$ cat src/design/imhdk_ram.sv
// generic dual-port ram, one write and one registered read per cycle
module imhdk_ram #(
   parameter int WIDTH = 8,
   parameter int DEPTH = 256
) (
   input  logic                     clock,
   input  logic                     wr_en,
   input  logic [$clog2(DEPTH)-1:0] wr_addr,
   input  logic [WIDTH-1:0]         wr_data,
   input  logic [$clog2(DEPTH)-1:0] rd_addr,
   output logic [WIDTH-1:0]         rd_data
);
   logic [WIDTH-1:0] mem_ff [DEPTH];
   logic [WIDTH-1:0] rd_data_ff;

   always_ff @(posedge clock) begin
      if (wr_en) begin
         mem_ff[wr_addr] <= wr_data;
      end
      rd_data_ff <= mem_ff[rd_addr];
   end

   assign rd_data = rd_data_ff;
endmodule

$ cat config.mk
export PLATFORM = sky130hd
export DESIGN_NAME = imhdk_ram
export DESIGN_NICKNAME = d
export VERILOG_FILES = /design/src/design/imhdk_ram.sv
export SDC_FILE = /design/constraint.sdc
export NUM_CORES = 2
export LEC_CHECK = 0
export ABC_AREA = 1
export BUFFER_PORTS_ARGS = -buffer_cell sky130_fd_sc_hd__buf_2
export CAP_MARGIN = 10
export CORE_ASPECT_RATIO = 0.75
export CORE_MARGIN = 3
export CORE_UTILIZATION = 45
export CTS_CLUSTER_DIAMETER = 60
export DETAILED_ROUTE_END_ITERATION = 16
export PLACE_DENSITY = 0.67
export SETUP_SLACK_MARGIN = 0.1
export SYNTH_ARGS = -nofsm -noshare
export SYNTH_HDL_FRONTEND = slang
export SYNTH_SLANG_ARGS = --single-unit
export TNS_END_PERCENT = 20
$ cat constraint.sdc
create_clock -name clock -period 1.9 [get_ports clock]
set_input_delay 0.095 -clock clock [delete_from_list [all_inputs] [get_ports clock]]
set_output_delay 0.095 -clock clock [all_outputs]
set_load 0.02 [all_outputs]
* Word level (Yosys, flattened, before mapping)
Memory sizes are Yosys's and may differ from the RTL's. A register that Yosys moved wholly into a read port is not among the register bits. Index checks and enable logic that the tools add are counted.
Storage, ports and cells: flip-flop bits (word level) 0, RAM bits 2048, input bits 26, output and inout port bits 8, logic and storage cells 3, memories 1
Memory list:
- mem_ff | depth 256, bits a word 8, rd ports 1, clocked after memory_dff 1, write ports 1, RTL line 13 | logic [WIDTH-1:0] mem_ff [DEPTH];
Cells by class: multiplexer cells 2
Operator list (count):
- $mux W1 | 2

* Logic depth before layout (Yosys ltp)
depth in word-level cells 2, depth in mapped cells 15, depth with buffers taken out 11

* Worst setup path before layout
No wires, ideal clock.
kind input -> register, from in wr_en, to mem mem_ff[162][0], enable pin, library setup time 370 ps, data arrival time 1216 ps, data required time 1530 ps, slack 314 ps, stages 4, buffers on the path 2, cells stage by stage clkbuf_1 > nand3_1 > clkbuf_1 > nor2_1
On the way: cells in the longest elaborated chain, start to end 2
Ends and longest elaborated chain:
- from (decl) | RTL line 7 | input logic wr_en,
- $mux W1 | RTL line 17 | if (wr_en) begin
- $mux W1 (implied by the code) | RTL line 18 | mem_ff[wr_addr] <= wr_data;
- to (decl) | RTL line 13
No other way between the ends.

==> flow_metrics.env <==
export IMPL_worst_path_buf_inv=0
export IMPL_worst_r2r_path_depth=10
export IMPL_critical_path_arrival_ns=2.53
export IMPL_fmax_mhz=544
export IMPL_drt_wl_total_um=241000
export IMPL_vdd_ir_drop_max_v=0.000990
export IMPL_number_of_drc_markers_after_the_initial_detailed_route_iteration=8437
export IMPL_first_pass_grt_wire_length_um=354000
export IMPL_finalPower_uw=95200
export IMPL_worst_endpoint_required_ns=2.60
export IMPL_cpMostUsedCell="sky130_fd_sc_hd__nand3_1"
export IMPL_firstDrtPassIters=6
export IMPL_antenna_found_initial=14
export IMPL_net_switching_power_uw=21600
export IMPL_timing_critical_path_from_type="register"
export IMPL_fin_worst_hold_slack_ns=-0.276
export IMPL_setup_viols_final=0
export IMPL_violations_in_the_final_reports="negative hold slack"
export IMPL_power_frac_seq_pct=52.5
export IMPL_netlist_instances=7003
export IMPL_design_portCount=34
export IMPL_chipHeight_um=379
export IMPL_regArea_um2=61700
export IMPL_crit_cells=10
export IMPL_post_dp_cell_area_um2=91300
export IMPL_yosysUniqueCellTypes=14
export IMPL_whs_path_depth=3
export IMPL_flow_area_growth_from_synthesis_pct=17.2
export IMPL_syn_area_um2=83400
export IMPL_fp_dieW_um=503
export IMPL_post_cts_hold_buffer_count=10
export IMPL_cts_post_setup_buffers_inserted=0
export IMPL_clkSinkCount=2056
export IMPL_crit_path_top_delay_cell="sky130_fd_sc_hd__edfxtp_1"
export IMPL_post_synthesis_share_of_cell_area_spent_on_xor_and_xnor_gates_pct=0
export IMPL_netSwitchingFraction_pct=22.7
export IMPL_worst_min_delay_path_category="in2reg"
export IMPL_routed_via_count=57500
export IMPL_worstHoldStart="rd_addr[7]"
export IMPL_antenna_left=0
export IMPL_max_stage_delay_ns=0.37
export IMPL_synth_mux_area_fraction_pct=0
export IMPL_yosys_area_share_simple_pct=22.9
export IMPL_setup_worst_path_class="reg2reg"
export IMPL_main_combinational_cell_family_by_area_after_synthesis="simple AND/OR/NAND/NOR gates"
export IMPL_grt_max_degree=71
export IMPL_synthDominantCellAreaShare_pct=73.7
export IMPL_status="finished with violations"
export IMPL_synth_adder_area_share_pct=0
export IMPL_slew_viol_final=0
export IMPL_cp_end_kind="register"
export IMPL_cts_root_buffer="sky130_fd_sc_hd__clkbuf_16"
export IMPL_crit_path_max_fanout=1
export IMPL_reg2reg_setup_slack_ns=0.06
export IMPL_vias_per_cell=5.73
export IMPL_power_static_leakage_uw=0.0351
export IMPL_timing_rr_start="mem_ff[174][0]"
export IMPL_final_nets=7497
export IMPL_intPower_uw=73500
export IMPL_core_rowCount=136
export IMPL_stdcell_area_um2=97700
export IMPL_worst_setup_hold_path_clk_slew_ns=0.07
export IMPL_first_global_vias=54500
export IMPL_final_hold_viol_count=8
export IMPL_p_clk_share_pct=40.4
export IMPL_yosysWarningCount=0
export IMPL_clock_latency_ns=0.83
export IMPL_slew_headroom_pct=36.2
export IMPL_place_congestion=0.915
export IMPL_post_synthesis_compound_gate_area_fraction_pct=0
export IMPL_maxCapViolations=0
export IMPL_ys_seq_elements=2056
export IMPL_pin_slew_with_the_least_headroom_to_its_limit_ns=0.957
export IMPL_numPortBuffers=33
export IMPL_critical_path_cell_chain="nand2_1 -> nand3_1 -> nand3_1 -> nand3_1 -> nand3_1 -> nand3_1 -> nand3_1 -> nand2_1 -> nand2_1 -> nand2_1"
export IMPL_tritoncts_num_buffers=187
export IMPL_rsz0062_at_grt="yes"
export IMPL_postSynthAreaPerCell_um2=11.9
export IMPL_average_detailed_routed_wire_length_per_instance_um=24.0
export IMPL_setup_crit_start="mem_ff[174][0]"
export IMPL_deepest_clock_path_buffer_count=3
export IMPL_cell_area_power_density_nw_per_um2=974
export IMPL_netlist_top_cell_by_area="sky130_fd_sc_hd__edfxtp_1"
export IMPL_htreeDepth=4
export IMPL_yosysSeqAreaShare_pct=73.9
export IMPL_core_area_um2=184000
export IMPL_postSynthNetCount=7029
export IMPL_multi_input_comb_area_um2=19200
export IMPL_hpwl_um=151000
export IMPL_period_needed_ns=1.84
export IMPL_global_route_usage_total_pct=25.0
export IMPL_worst_clock_skew_ns=0.0571
export IMPL_post_route_fraction_of_the_period_consumed_by_the_critical_path_pct=96.7
export IMPL_start_util_pct=45.4
export IMPL_drt_drc_violations_left=0
export IMPL_layout_drive_gt1_share_pct=13.6
export IMPL_synth_top_area_cells="sky130_fd_sc_hd__edfxtp_1 74%, sky130_fd_sc_hd__nand3_1 12%, sky130_fd_sc_hd__nand2_1 9.6%"
export IMPL_grt_ovfl_total=0
export IMPL_comb_power_share_pct=7.1
export IMPL_dieArea_um2=191000
export IMPL_fillers=15200
export IMPL_cts_tree="built"
export IMPL_worst_path_dominant_cell_family="simple AND/OR/NAND/NOR gates"
==> worst reg2reg max path: stages (launching register included) <==
cell and delay [ns]:
sky130_fd_sc_hd__edfxtp_1 0.37, sky130_fd_sc_hd__nand2_1 0.08, sky130_fd_sc_hd__nand3_1 0.10, sky130_fd_sc_hd__nand3_1 0.13
sky130_fd_sc_hd__nand3_1 0.22, sky130_fd_sc_hd__nand3_1 0.31, sky130_fd_sc_hd__nand3_1 0.21, sky130_fd_sc_hd__nand3_1 0.12
sky130_fd_sc_hd__nand2_1 0.07, sky130_fd_sc_hd__nand2_1 0.06, sky130_fd_sc_hd__nand2_1 0.05
==> metrics by stage <==
step	hold slack [ns]	utilization, %	instances	setup TNS [ns]	worst slack [ns]
3_3_place_gp	0.492	49.7	9687	-12.27	-0.568
3_5_place_dp	0.496	49.7	9687	-13.68	-0.584
5_1_grt	-0.299	53.2	10000	0	0.0130
2_1_floorplan	0.194	-	7003	0	0.314
6_report	-0.276	53.2	10000	0	0.0626
4_1_cts	-0.323	53.1	10000	0	0.00511
==> path summary, 6_finish.rpt <==
| kind | endpoint |
|---|---|
| hold / removal | rd_data[4] |
| setup reg to reg | rd_data[0] |
| hold reg to reg | rd_data[3] |
| setup / recovery | rd_data[0] |
==> flip-flops by register name (all words and copies together) (netlist names) <==
name / cells
rd_data: 8
mem_ff: 2048
==> layout by cell type, fill, tap and decap left out, drive strengths merged <==
cell / synthesis / final
nor2: 283 / 283
buf: 371 / 752
bufinv: 0 / 23
diode: 0 / 11
clkbuf: 112 / 226
edfxtp: 2048 / 2048
clkinvlp: 0 / 2
nand3: 2019 / 2019
clkinv: 0 / 78
inv: 39 / 46
nand2: 2123 / 2123
dfxtp: 8 / 8
dlygate4sd3: 0 / 10
==> power groups by stage <==
stage / combinational (µW) / clock, µW / sequential, µW
CTS: 6600 / 38800 / 50000
finish: 6740 / 38400 / 50000
global route: 7190 / 40500 / 50000
detailed placement: 6550 / 0 / 51000
floorplan: 3090 / 0 / 51000
global placement: 6470 / 0 / 51000
==> synthesized netlist by cell type <==
cell type / count
sky130_fd_sc_hd__buf_6: 16
sky130_fd_sc_hd__nor2_1: 283
sky130_fd_sc_hd__inv_4: 1
sky130_fd_sc_hd__buf_2: 268
sky130_fd_sc_hd__nand3_1: 2019
sky130_fd_sc_hd__buf_1: 40
sky130_fd_sc_hd__inv_2: 2
sky130_fd_sc_hd__nand2_1: 2123
sky130_fd_sc_hd__buf_4: 46
sky130_fd_sc_hd__clkbuf_1: 112
sky130_fd_sc_hd__edfxtp_1: 2048
sky130_fd_sc_hd__inv_1: 36
sky130_fd_sc_hd__buf_8: 1
sky130_fd_sc_hd__dfxtp_1: 8
==> cell type report <==
cell class	instances	share of cell area, %
Clock buffer	226	5.01
Timing Repair Buffer	762	7.60
Antenna cell	11	0.0282
Inverter	39	0.184
Tap cell	2415	3.09
Multi-Input combinational cell	4425	19.7
Sequential cell	2056	63.1
Clock inverter	110	1.30
==> routing by layer <==
layer	vias up	global-route usage, %	share of wire [%]
li1	25800	-	-
met1	27800	35.8	40
met2	3426	36.0	43
met3	441	8.51	14
met4	10	7.34	2.8
met5	-	0	0.028
==> kinds of logic after synthesis <==
kind of cell  Yosys count
buf+inv               522
flops                2056
simple gates         4425
==> timing repair <==
item,4_1_cts,5_1_grt
resized for setup,1,18
pin swaps,0,0
endpoints found under the setup margin,5,14
endpoints found under the hold margin,1792,8
No activity file was read; power rests on OpenSTA's default activity.
